===== src/design/css_pkg.sv =====
`timescale 1ns / 1ps
// shared types, widths and helpers for the capacitance sensor sequencer
package css_pkg;

    localparam int SAMPLE_W   = 32;
    localparam int IDX_W      = 6;
    localparam int LIM_W      = 12;
    localparam int WAKE_W     = 4;
    localparam int CFG_DATA_W = 12;
    localparam int CFG_IDX_W  = 3;

    localparam logic [IDX_W-1:0] IDX_MAX = {IDX_W{1'b1}};

    typedef struct packed {
        logic              store;
        logic              clr_index;
        logic [IDX_W-1:0]  target;
        logic              rd_en;
        logic [IDX_W-1:0]  rd_addr;
        logic              load_sample;
        logic              load_status;
        logic              reset_line;
        logic              clock_line;
        logic              regulator_on;
        logic              isolation_on;
        logic              sleep_request;
        logic [WAKE_W-1:0] wake_after;
        logic              timeout_failure;
    } t_css_cmd;

    typedef struct packed {
        logic out_free;
        logic set_done;
    } t_css_stat;

    function automatic logic [SAMPLE_W-1:0] repack(input logic [SAMPLE_W-1:0] w);
        repack = {5'b0, w[31:5]} | {3'b0, w[1], 28'b0} | {5'b0, w[4:2], 24'b0};
    endfunction

endpackage


===== src/design/css_dp.sv =====
`timescale 1ns / 1ps
// sample store, sample index and output register of the sensor sequencer
module css_dp #(
    parameter int MAX_SAMPLES = 32
) (
    input  logic                           i_clk,
    input  logic                           i_rst_n,
    input  css_pkg::t_css_cmd              i_cmd,
    output css_pkg::t_css_stat             o_stat,
    input  logic [css_pkg::SAMPLE_W-1:0]   i_sensor_word,
    input  logic                           i_out_stall,
    output logic                           o_out_valid,
    output logic                           o_item_kind,
    output logic                           o_reset_line,
    output logic                           o_clock_line,
    output logic                           o_regulator_on,
    output logic                           o_isolation_on,
    output logic [css_pkg::SAMPLE_W-1:0]   o_sample_out,
    output logic                           o_last_item,
    output logic                           o_sleep_request,
    output logic [css_pkg::WAKE_W-1:0]     o_wake_after,
    output logic                           o_timeout_failure
);

    localparam int AW = (MAX_SAMPLES > 1) ? $clog2(MAX_SAMPLES) : 1;

    logic [css_pkg::SAMPLE_W-1:0] r_mem [MAX_SAMPLES];
    logic [css_pkg::SAMPLE_W-1:0] r_rdata;
    logic [css_pkg::IDX_W-1:0]    r_index;
    logic [css_pkg::IDX_W-1:0]    n_index;
    logic [css_pkg::IDX_W-1:0]    idx_inc;
    logic                         r_out_valid;

    assign idx_inc = (r_index != css_pkg::IDX_MAX) ? r_index + 1'b1 : r_index;

    assign o_stat.set_done = (idx_inc >= i_cmd.target);
    assign o_stat.out_free = !r_out_valid || !i_out_stall;

    always_comb begin
        n_index = r_index;
        if (i_cmd.clr_index) begin
            n_index = '0;
        end else if (i_cmd.store) begin
            n_index = idx_inc;
        end
    end

    always_ff @(posedge i_clk) begin
        if (!i_rst_n) begin
            r_index <= '0;
        end else begin
            r_index <= n_index;
        end
    end

    always_ff @(posedge i_clk) begin
        if (i_cmd.store && (r_index < css_pkg::IDX_W'(MAX_SAMPLES))) begin
            r_mem[r_index[AW-1:0]] <= i_sensor_word;
        end
        if (i_cmd.rd_en) begin
            r_rdata <= r_mem[i_cmd.rd_addr[AW-1:0]];
        end
    end

    always_ff @(posedge i_clk) begin
        if (!i_rst_n) begin
            r_out_valid <= 1'b0;
        end else if (i_cmd.load_sample || i_cmd.load_status) begin
            r_out_valid <= 1'b1;
        end else if (!i_out_stall) begin
            r_out_valid <= 1'b0;
        end
    end

    always_ff @(posedge i_clk) begin
        if (i_cmd.load_sample || i_cmd.load_status) begin
            o_item_kind       <= i_cmd.load_sample;
            o_reset_line      <= i_cmd.reset_line;
            o_clock_line      <= i_cmd.clock_line;
            o_regulator_on    <= i_cmd.regulator_on;
            o_isolation_on    <= i_cmd.isolation_on;
            o_last_item       <= i_cmd.load_status;
            o_sample_out      <= i_cmd.load_sample ? css_pkg::repack(r_rdata) : '0;
            o_sleep_request   <= i_cmd.load_status & i_cmd.sleep_request;
            o_wake_after      <= i_cmd.load_status ? i_cmd.wake_after : '0;
            o_timeout_failure <= i_cmd.load_status & i_cmd.timeout_failure;
        end
    end

    assign o_out_valid = r_out_valid;

`ifndef SYNTHESIS
    a_no_double_load: assert property (@(posedge i_clk) disable iff (!i_rst_n)
        !(i_cmd.load_sample && i_cmd.load_status))
        else $error("sample and status loaded together");

    a_load_when_free: assert property (@(posedge i_clk) disable iff (!i_rst_n)
        (i_cmd.load_sample || i_cmd.load_status) |-> o_stat.out_free)
        else $error("output register overwritten");

    a_clear_index: assert property (@(posedge i_clk) disable iff (!i_rst_n)
        i_cmd.clr_index |=> r_index == '0)
        else $error("sample index not cleared");
`endif

endmodule


===== src/design/css_ctrl.sv =====
`timescale 1ns / 1ps
// phase controller, wait counter, line levels and result sequencing
module css_ctrl #(
    parameter int MAX_SAMPLES = 32,
    parameter int WAIT_WIDTH  = 12
) (
    input  logic                             i_clk,
    input  logic                             i_rst_n,
    input  logic                             i_in_valid,
    output logic                             o_in_stall,
    input  logic                             i_opcode,
    input  logic                             i_word_ok,
    input  logic                             i_cfg_we,
    input  logic [css_pkg::CFG_IDX_W-1:0]    i_cfg_index,
    input  logic [css_pkg::CFG_DATA_W-1:0]   i_cfg_data,
    output css_pkg::t_css_cmd                o_cmd,
    input  css_pkg::t_css_stat               i_stat
);

    localparam int CW = (WAIT_WIDTH > css_pkg::LIM_W) ? WAIT_WIDTH : css_pkg::LIM_W;
    localparam logic [WAIT_WIDTH-1:0] WAIT_MAX = {WAIT_WIDTH{1'b1}};

    localparam logic [2:0] PH_IDLE  = 3'd0;
    localparam logic [2:0] PH_RST   = 3'd1;
    localparam logic [2:0] PH_RWAIT = 3'd2;
    localparam logic [2:0] PH_MEAS  = 3'd3;
    localparam logic [2:0] PH_READ  = 3'd4;

    localparam logic [1:0] EM_NONE = 2'd0;
    localparam logic [1:0] EM_RD   = 2'd1;
    localparam logic [1:0] EM_LD   = 2'd2;
    localparam logic [1:0] EM_STAT = 2'd3;

    localparam logic [css_pkg::CFG_IDX_W-1:0] CFG_TARGET    = 3'd0;
    localparam logic [css_pkg::CFG_IDX_W-1:0] CFG_RST_LIM   = 3'd1;
    localparam logic [css_pkg::CFG_IDX_W-1:0] CFG_READ_LIM  = 3'd2;
    localparam logic [css_pkg::CFG_IDX_W-1:0] CFG_NORM_WAKE = 3'd3;
    localparam logic [css_pkg::CFG_IDX_W-1:0] CFG_FAIL_WAKE = 3'd4;

    logic [css_pkg::IDX_W-1:0]  r_target;
    logic [css_pkg::LIM_W-1:0]  r_rst_lim;
    logic [css_pkg::LIM_W-1:0]  r_read_lim;
    logic [css_pkg::WAKE_W-1:0] r_norm_wake;
    logic [css_pkg::WAKE_W-1:0] r_fail_wake;

    logic [2:0]                 r_phase, n_phase;
    logic                       r_retry, n_retry;
    logic [WAIT_WIDTH-1:0]      r_wait, n_wait;
    logic                       r_rst, n_rst;
    logic                       r_clk, n_clk;
    logic                       r_reg, n_reg;
    logic                       r_iso, n_iso;
    logic [1:0]                 r_emit, n_emit;
    logic [css_pkg::IDX_W-1:0]  r_k, n_k;
    logic                       r_pend_sleep, n_pend_sleep;
    logic [css_pkg::WAKE_W-1:0] r_pend_wake, n_pend_wake;

    logic                       in_acc;
    logic [css_pkg::IDX_W-1:0]  tgt;
    logic [WAIT_WIDTH-1:0]      w_inc;
    logic [css_pkg::LIM_W-1:0]  lim;
    logic                       timeout;
    logic                       sleep, fail;
    logic [css_pkg::WAKE_W-1:0] wake;
    logic                       store, clr_index, rd_en, load_sample, load_status;

    assign o_in_stall = (r_emit != EM_NONE) || !i_stat.out_free;
    assign in_acc     = i_in_valid && !o_in_stall;

    assign tgt = (r_target == '0) ? css_pkg::IDX_W'(1) :
                 (r_target > css_pkg::IDX_W'(MAX_SAMPLES)) ? css_pkg::IDX_W'(MAX_SAMPLES) :
                 r_target;

    assign lim     = (r_phase == PH_READ) ? r_read_lim : r_rst_lim;
    assign w_inc   = (r_wait != WAIT_MAX) ? r_wait + 1'b1 : r_wait;
    assign timeout = (CW'(w_inc) >= CW'(lim)) || (w_inc == WAIT_MAX);

    always_comb begin
        n_phase      = r_phase;
        n_retry      = r_retry;
        n_wait       = r_wait;
        n_rst        = r_rst;
        n_clk        = r_clk;
        n_reg        = r_reg;
        n_iso        = r_iso;
        n_emit       = r_emit;
        n_k          = r_k;
        n_pend_sleep = r_pend_sleep;
        n_pend_wake  = r_pend_wake;
        sleep        = 1'b0;
        wake         = '0;
        fail         = 1'b0;
        store        = 1'b0;
        clr_index    = 1'b0;
        rd_en        = 1'b0;
        load_sample  = 1'b0;
        load_status  = 1'b0;
        case (r_emit)
            EM_NONE: begin
                if (in_acc) begin
                    case (r_phase)
                        PH_IDLE: begin
                            n_reg   = 1'b1;
                            n_iso   = 1'b0;
                            n_retry = 1'b0;
                            n_phase = PH_RST;
                        end
                        PH_RST: begin
                            n_rst   = 1'b0;
                            n_clk   = 1'b0;
                            n_wait  = '0;
                            n_phase = PH_RWAIT;
                        end
                        PH_RWAIT: begin
                            if (i_opcode) begin
                                n_phase = PH_MEAS;
                            end else begin
                                n_wait = w_inc;
                                if (timeout) begin
                                    n_wait = '0;
                                    if (r_retry) begin
                                        fail    = 1'b1;
                                        sleep   = 1'b1;
                                        wake    = r_fail_wake;
                                        n_phase = PH_IDLE;
                                    end else begin
                                        n_retry = 1'b1;
                                        n_rst   = 1'b1;
                                        n_clk   = 1'b0;
                                        n_phase = PH_RST;
                                    end
                                end
                            end
                        end
                        PH_MEAS: begin
                            n_rst   = 1'b0;
                            n_clk   = 1'b1;
                            n_wait  = '0;
                            n_phase = PH_READ;
                        end
                        PH_READ: begin
                            if (!i_opcode) begin
                                n_wait = w_inc;
                                if (timeout) begin
                                    n_wait  = '0;
                                    n_clk   = 1'b0;
                                    n_rst   = 1'b1;
                                    n_phase = PH_RST;
                                end
                            end else if (!i_word_ok) begin
                                n_clk   = 1'b0;
                                n_rst   = 1'b1;
                                n_phase = PH_RST;
                            end else begin
                                store = 1'b1;
                                if (i_stat.set_done) begin
                                    clr_index    = 1'b1;
                                    n_rst        = 1'b0;
                                    n_clk        = 1'b0;
                                    n_iso        = 1'b1;
                                    n_reg        = 1'b0;
                                    n_phase      = PH_IDLE;
                                    n_pend_sleep = 1'b1;
                                    n_pend_wake  = r_norm_wake;
                                    n_k          = '0;
                                    n_emit       = EM_RD;
                                end else begin
                                    n_clk   = 1'b0;
                                    n_rst   = 1'b1;
                                    n_phase = PH_RST;
                                end
                            end
                        end
                        default: begin
                            n_phase = PH_IDLE;
                            n_rst   = 1'b1;
                            n_clk   = 1'b0;
                            sleep   = 1'b1;
                            wake    = r_norm_wake;
                        end
                    endcase
                    load_status = (n_emit == EM_NONE);
                end
            end
            EM_RD: begin
                rd_en  = 1'b1;
                n_emit = EM_LD;
            end
            EM_LD: begin
                if (i_stat.out_free) begin
                    load_sample = 1'b1;
                    if (r_k + 1'b1 == tgt) begin
                        n_emit = EM_STAT;
                    end else begin
                        n_k    = r_k + 1'b1;
                        n_emit = EM_RD;
                    end
                end
            end
            EM_STAT: begin
                if (i_stat.out_free) begin
                    load_status = 1'b1;
                    sleep       = r_pend_sleep;
                    wake        = r_pend_wake;
                    n_emit      = EM_NONE;
                end
            end
            default: begin
                n_emit = EM_NONE;
            end
        endcase
    end

    always_comb begin
        o_cmd.store           = store;
        o_cmd.clr_index       = clr_index;
        o_cmd.target          = tgt;
        o_cmd.rd_en           = rd_en;
        o_cmd.rd_addr         = r_k;
        o_cmd.load_sample     = load_sample;
        o_cmd.load_status     = load_status;
        o_cmd.reset_line      = n_rst;
        o_cmd.clock_line      = n_clk;
        o_cmd.regulator_on    = n_reg;
        o_cmd.isolation_on    = n_iso;
        o_cmd.sleep_request   = sleep;
        o_cmd.wake_after      = wake;
        o_cmd.timeout_failure = fail;
    end

    always_ff @(posedge i_clk) begin
        if (!i_rst_n) begin
            r_phase <= PH_IDLE;
            r_retry <= 1'b0;
            r_wait  <= '0;
            r_rst   <= 1'b1;
            r_clk   <= 1'b0;
            r_reg   <= 1'b0;
            r_iso   <= 1'b1;
            r_emit  <= EM_NONE;
        end else begin
            r_phase <= n_phase;
            r_retry <= n_retry;
            r_wait  <= n_wait;
            r_rst   <= n_rst;
            r_clk   <= n_clk;
            r_reg   <= n_reg;
            r_iso   <= n_iso;
            r_emit  <= n_emit;
        end
    end

    always_ff @(posedge i_clk) begin
        r_k          <= n_k;
        r_pend_sleep <= n_pend_sleep;
        r_pend_wake  <= n_pend_wake;
    end

    always_ff @(posedge i_clk) begin
        if (!i_rst_n) begin
            r_target    <= css_pkg::IDX_W'(20);
            r_rst_lim   <= css_pkg::LIM_W'(2000);
            r_read_lim  <= css_pkg::LIM_W'(1000);
            r_norm_wake <= css_pkg::WAKE_W'(3);
            r_fail_wake <= css_pkg::WAKE_W'(5);
        end else if (i_cfg_we) begin
            case (i_cfg_index)
                CFG_TARGET:    r_target    <= i_cfg_data[css_pkg::IDX_W-1:0];
                CFG_RST_LIM:   r_rst_lim   <= i_cfg_data[css_pkg::LIM_W-1:0];
                CFG_READ_LIM:  r_read_lim  <= i_cfg_data[css_pkg::LIM_W-1:0];
                CFG_NORM_WAKE: r_norm_wake <= i_cfg_data[css_pkg::WAKE_W-1:0];
                CFG_FAIL_WAKE: r_fail_wake <= i_cfg_data[css_pkg::WAKE_W-1:0];
                default: begin
                end
            endcase
        end
    end

`ifndef SYNTHESIS
    a_dump_starts: assert property (@(posedge i_clk) disable iff (!i_rst_n)
        (in_acc && r_phase == PH_READ && i_opcode && i_word_ok && i_stat.set_done)
        |=> (r_emit == EM_RD))
        else $error("completed set did not start the dump");

    a_read_then_load: assert property (@(posedge i_clk) disable iff (!i_rst_n)
        (r_emit == EM_RD) |=> (r_emit == EM_LD))
        else $error("store read not followed by load");

    a_status_ends_dump: assert property (@(posedge i_clk) disable iff (!i_rst_n)
        (r_emit == EM_STAT && i_stat.out_free) |-> (load_status && sleep))
        else $error("dump closed without status request");
`endif

endmodule


===== src/design/capacitance_sensor_sequencer.sv =====
`timescale 1ns / 1ps
// top level of the capacitance sensor sequencer
//
//   channel  direction  handshake                    payload
//   in       request    i_in_valid / o_in_stall      i_opcode, i_sensor_word
//   out      result     o_out_valid / i_out_stall    o_item_kind .. o_timeout_failure
//   cfg      write      i_cfg_we                     i_cfg_index, i_cfg_data
//
// a request that does not complete a sample set loads only a status item; that item
// sits in the output register the next cycle and the next request may enter then
// a request that completes a set emits target samples through the store read
// register and the output register in turn, then the status item, with input
// stalled throughout; a stalled output register holds off input; reset is
// synchronous, active low
module capacitance_sensor_sequencer #(
    parameter int MAX_SAMPLES = 32,
    parameter int WAIT_WIDTH  = 12
) (
    input  logic                             i_clk,
    input  logic                             i_rst_n,
    input  logic                             i_in_valid,
    output logic                             o_in_stall,
    input  logic                             i_opcode,
    input  logic [css_pkg::SAMPLE_W-1:0]     i_sensor_word,
    output logic                             o_out_valid,
    input  logic                             i_out_stall,
    output logic                             o_item_kind,
    output logic                             o_reset_line,
    output logic                             o_clock_line,
    output logic                             o_regulator_on,
    output logic                             o_isolation_on,
    output logic [css_pkg::SAMPLE_W-1:0]     o_sample_out,
    output logic                             o_last_item,
    output logic                             o_sleep_request,
    output logic [css_pkg::WAKE_W-1:0]       o_wake_after,
    output logic                             o_timeout_failure,
    input  logic                             i_cfg_we,
    input  logic [css_pkg::CFG_IDX_W-1:0]    i_cfg_index,
    input  logic [css_pkg::CFG_DATA_W-1:0]   i_cfg_data
);

    css_pkg::t_css_cmd  cmd;
    css_pkg::t_css_stat stat;

    css_ctrl #(
        .MAX_SAMPLES (MAX_SAMPLES),
        .WAIT_WIDTH  (WAIT_WIDTH)
    ) u_ctrl (
        .i_clk       (i_clk),
        .i_rst_n     (i_rst_n),
        .i_in_valid  (i_in_valid),
        .o_in_stall  (o_in_stall),
        .i_opcode    (i_opcode),
        .i_word_ok   (i_sensor_word[1]),
        .i_cfg_we    (i_cfg_we),
        .i_cfg_index (i_cfg_index),
        .i_cfg_data  (i_cfg_data),
        .o_cmd       (cmd),
        .i_stat      (stat)
    );

    css_dp #(
        .MAX_SAMPLES (MAX_SAMPLES)
    ) u_dp (
        .i_clk             (i_clk),
        .i_rst_n           (i_rst_n),
        .i_cmd             (cmd),
        .o_stat            (stat),
        .i_sensor_word     (i_sensor_word),
        .i_out_stall       (i_out_stall),
        .o_out_valid       (o_out_valid),
        .o_item_kind       (o_item_kind),
        .o_reset_line      (o_reset_line),
        .o_clock_line      (o_clock_line),
        .o_regulator_on    (o_regulator_on),
        .o_isolation_on    (o_isolation_on),
        .o_sample_out      (o_sample_out),
        .o_last_item       (o_last_item),
        .o_sleep_request   (o_sleep_request),
        .o_wake_after      (o_wake_after),
        .o_timeout_failure (o_timeout_failure)
    );

endmodule


===== config.mk =====
export PLATFORM = sky130hd
export DESIGN_NAME = capacitance_sensor_sequencer
export DESIGN_NICKNAME = d
export VERILOG_FILES = /design/src/design/css_pkg.sv /design/src/design/css_dp.sv /design/src/design/css_ctrl.sv /design/src/design/capacitance_sensor_sequencer.sv
export SDC_FILE = /design/constraint.sdc
export NUM_CORES = 1
export LEC_CHECK = 0
export BUFFER_PORTS_ARGS = -buffer_cell sky130_fd_sc_hd__buf_2
export CAP_MARGIN = 10
export CORE_ASPECT_RATIO = 1.4
export CORE_MARGIN = 3
export CORE_UTILIZATION = 35
export DETAILED_ROUTE_END_ITERATION = 6
export PLACE_DENSITY_LB_ADDON = 0.25
export SETUP_SLACK_MARGIN = 0.3
export SYNTH_ARGS = -nofsm -noshare
export SYNTH_HDL_FRONTEND = slang
export SYNTH_SLANG_ARGS = --single-unit

===== constraint.sdc =====
create_clock -name i_clk -period 5 [get_ports i_clk]
set_input_delay 0.25 -clock i_clk [delete_from_list [all_inputs] [get_ports i_clk]]
set_output_delay 0.25 -clock i_clk [all_outputs]
set_load 0.01 [all_outputs]

==> impl_metrics.py <==
metrics = {
    "run_status": {
        "run_status": "complete, no violations",
    },
    "timing": {
        "worst_slew_pin_slew_ps": 1220,
        "worst_clock_skew_ps": 19.2,
        "min_period_over_period": 0.829,
        "unrepaired_setup_endpoints_after_global_routing": "false",
        "finalSetupTns_ps": 0,
        "slew_viol_final": 0,
        "fmaxAchievable_ghz": 0.241,
        "period_needed_ps": 4150,
        "finalWorstSetupSlack_ps": 854,
        "finalHoldWorstSlack_ps": 56.8,
        "final-setup-viol-count": 0,
        "finalHoldViolCount": 0,
        "relSlewSlack": 0.186,
    },
    "drt": {
        "drt_drc_violations_left": 0,
        "detailroute.wirelength.met3_um": 5610,
        "route.final.wire_length_um": 112000,
        "detailedRoute.firstIterationViolations": 2120,
        "drtPass1Iterations": 5,
        "route.layer.met1.wl_um": 45800,
        "antenna_violating_nets_post_route": 0,
        "vias_per_cell": 5.40,
        "dr.max_layer_used": "met5",
        "met2_length_um": 58100,
        "vias_after_detailed_routing": 21800,
        "detail_route.wl_per_cell_um": 27.7,
    },
    "synthesis": {
        "ys_flop_type": "edfxtp_1",
        "yosys_warnings": 0,
        "synth.most_common_cell": "edfxtp_1",
        "synth_commonest_cells": "edfxtp_1 (1073), mux4_2 (310), nand2_1 (120)",
        "post_synth_xor_area_fraction": 0.00373,
        "average_footprint_of_a_synthesized_cell_sq_um": 21.0,
        "synth_top_cell_area_share": 0.722,
        "post_synth_mux_area_share": 0.169,
        "register_area_share_after_synthesis": 0.752,
        "synth_seq_cells": 1140,
        "synth_compound_gate_area_share": 0.0196,
        "ys_top_cells_by_area": "edfxtp_1 (72%), mux4_2 (16%), dfxtp_1 (3.0%), nand2_1 (1.0%), mux2_2 (0.83%)",
        "largest_family_of_logic_cells_by_synthesized_area": "multiplexers",
        "synth_cell_types": 67,
        "postSynth.asyncResetShare": 0,
        "synth-edff-count": 1073,
        "postSynthCellCount": 2123,
        "synthDominantAreaCellType": "edfxtp_1",
        "post_synth_and_or_nand_nor_area_fraction": 0.0343,
        "yosys.area_share.adder": 0.00813,
        "syn_area_sq_um": 44600,
    },
    "critical_path": {
        "cp.required_ps": 5400,
        "cp-end-kind": "flip-flop",
        "path_max_fanout": 22,
        "cp_data_arrival_time_ps": 4540,
        "timing.critical_path.from_type": "flip-flop",
        "critPathKind": "reg2reg",
        "regToRegSetupSlack_ps": 850,
    },
    "power": {
        "post-layout-total-power_w": 0.0189,
        "worst_ir_drop_vdd_mv": 0.243,
        "power_per_cell_area_nw_per_um2": 367,
        "power.static_leakage_nw": 16.2,
    },
    "cts": {
        "clock_sink_count": 1140,
        "root_buffer": "clkbuf_16",
        "tritoncts": "built",
        "cts_resized": 0,
        "h-tree-depth": 3,
        "clock_insertion_delay_worst_skew_ps": 710,
        "cts.repair_timing.setup_buffer_count": 0,
        "clk_transition_reported_paths_ps": 70,
        "cts_buffer_count": 106,
        "postCtsHoldBufs": 34,
        "cts_max_path_buffers": 3,
    },
    "die": {
        "area_inside_the_core_boundary_sq_um": 126000,
        "die_y_um": 429,
        "die_area_sq_um": 132000,
        "placement_rows": 154,
        "initial_core_util": 0.354,
        "ioPinCount": 99,
        "floorplan.die.width_um": 308,
    },
    "grt": {
        "wire_length_of_the_first_global_routing_pass_um": 162000,
        "global_route.usage.total": 0.170,
        "grt_residual_overflow": 0,
        "first_global_vias": 22900,
        "grt_start_max_net_pins": 134,
        "antenna_found_initial": 8,
    },
    "layout": {
        "n_fill_cell": 10900,
        "nets": 2391,
        "largest_register_ff_count": 992,
        "syn2layout_area_growth_pct": 15.5,
        "final_layout_size_suffix_gt1_frac": 0.292,
    },
    "placement": {
        "dp_hpwl_um": 63300,
        "buffer_ports.inserted": 93,
        "place_ws_ps": 921,
        "finalWeightedCongestion": 0.827,
    },
    "min_path": {
        "timing.hold.worst.class": "in2reg",
    },
    "flow_run": {
        "timing.max_cap.violations": 0,
    },
}
stage by stage:
step / instances / util / instance area (sq um)
after floorplan: 2126 / - / 44600
after global placement: 3805 / 0.378 / 47700
after detailed placement: 3805 / 0.378 / 47700
after CTS: 4037 / 0.408 / 51500
after global routing: 4038 / 0.408 / 51500
final: 4041 / 0.408 / 51600
area by class of cell:
cell class                      instances  area, sq um  share of cell area
Antenna cell                            4         10.0            0.000194
Inverter                               18         67.6             0.00131
Clock buffer                          137         2850              0.0553
Multi-Input combinational cell        852        10700               0.208
Timing Repair Buffer                  191         1660              0.0322
Sequential cell                      1140        33600               0.651
Tap cell                             1638         2050              0.0398
Clock inverter                         61          611              0.0118
cell families after synthesis:
kind of cell    after synthesis
xor+xnor                     19
simple gates                318
fa+ha+maj                    29
other cells                   1
compound gates              121
flops                      1140
mux                         361
buf+inv                     134
critical path, stage by stage (launching register included):
cell      delay [ps]
dfxtp_1          560
and3_1           270
nand3_1          210
xnor2_1          190
ha_1             280
nand2b_1         150
a2111o_1         410
a31o_1           260
and3_4           210
o32ai_4          250
buf_4            240
or2_2            480
buf_12           280
metal layers:
layer	vias up	track usage
met1	11800	0.223
met4	2	0.0461
met3	135	0.0252
li1	9186	-
met2	670	0.294
met5	-	0
layout by cell type (no fill, tap or decap), types with 17 or more instances in the layout:
cell type	n
buf_4	34
edfxtp_1	1073
mux2_2	33
nor2_1	33
nand3_1	37
dlygate4sd3_1	34
buf_12	30
nor2_4	32
nand2_1	120
clkinv_1	24
mux4_2	310
mux2i_1	18
dfxtp_1	67
clkinv_2	17
and3_1	32
inv_1	18
ha_1	27
clkbuf_1	26
clkbuf_16	109
buf_2	93
a21oi_1	40
final timing paths:
check,startpoint,to,depth (start not counted)
hold / removal,i_sensor_word[6],u_dp.r_mem[19][6],1
setup reg to reg,u_dp.r_index[2],u_dp.o_sample_out[21],12
setup / recovery,u_dp.r_index[2],u_dp.o_sample_out[21],12
hold reg to reg,u_ctrl.r_read_lim[0],u_ctrl.r_read_lim[0],2
report_power, final:
group / internal, W / switching [W] / total (W)
logic: 0.0000906 / 0.000237 / 0.000328
registers: 0.0105 / 0.0000271 / 0.0105
clock network: 0.00460 / 0.00352 / 0.00812
Note: power is estimated with default switching activity, not from simulation.
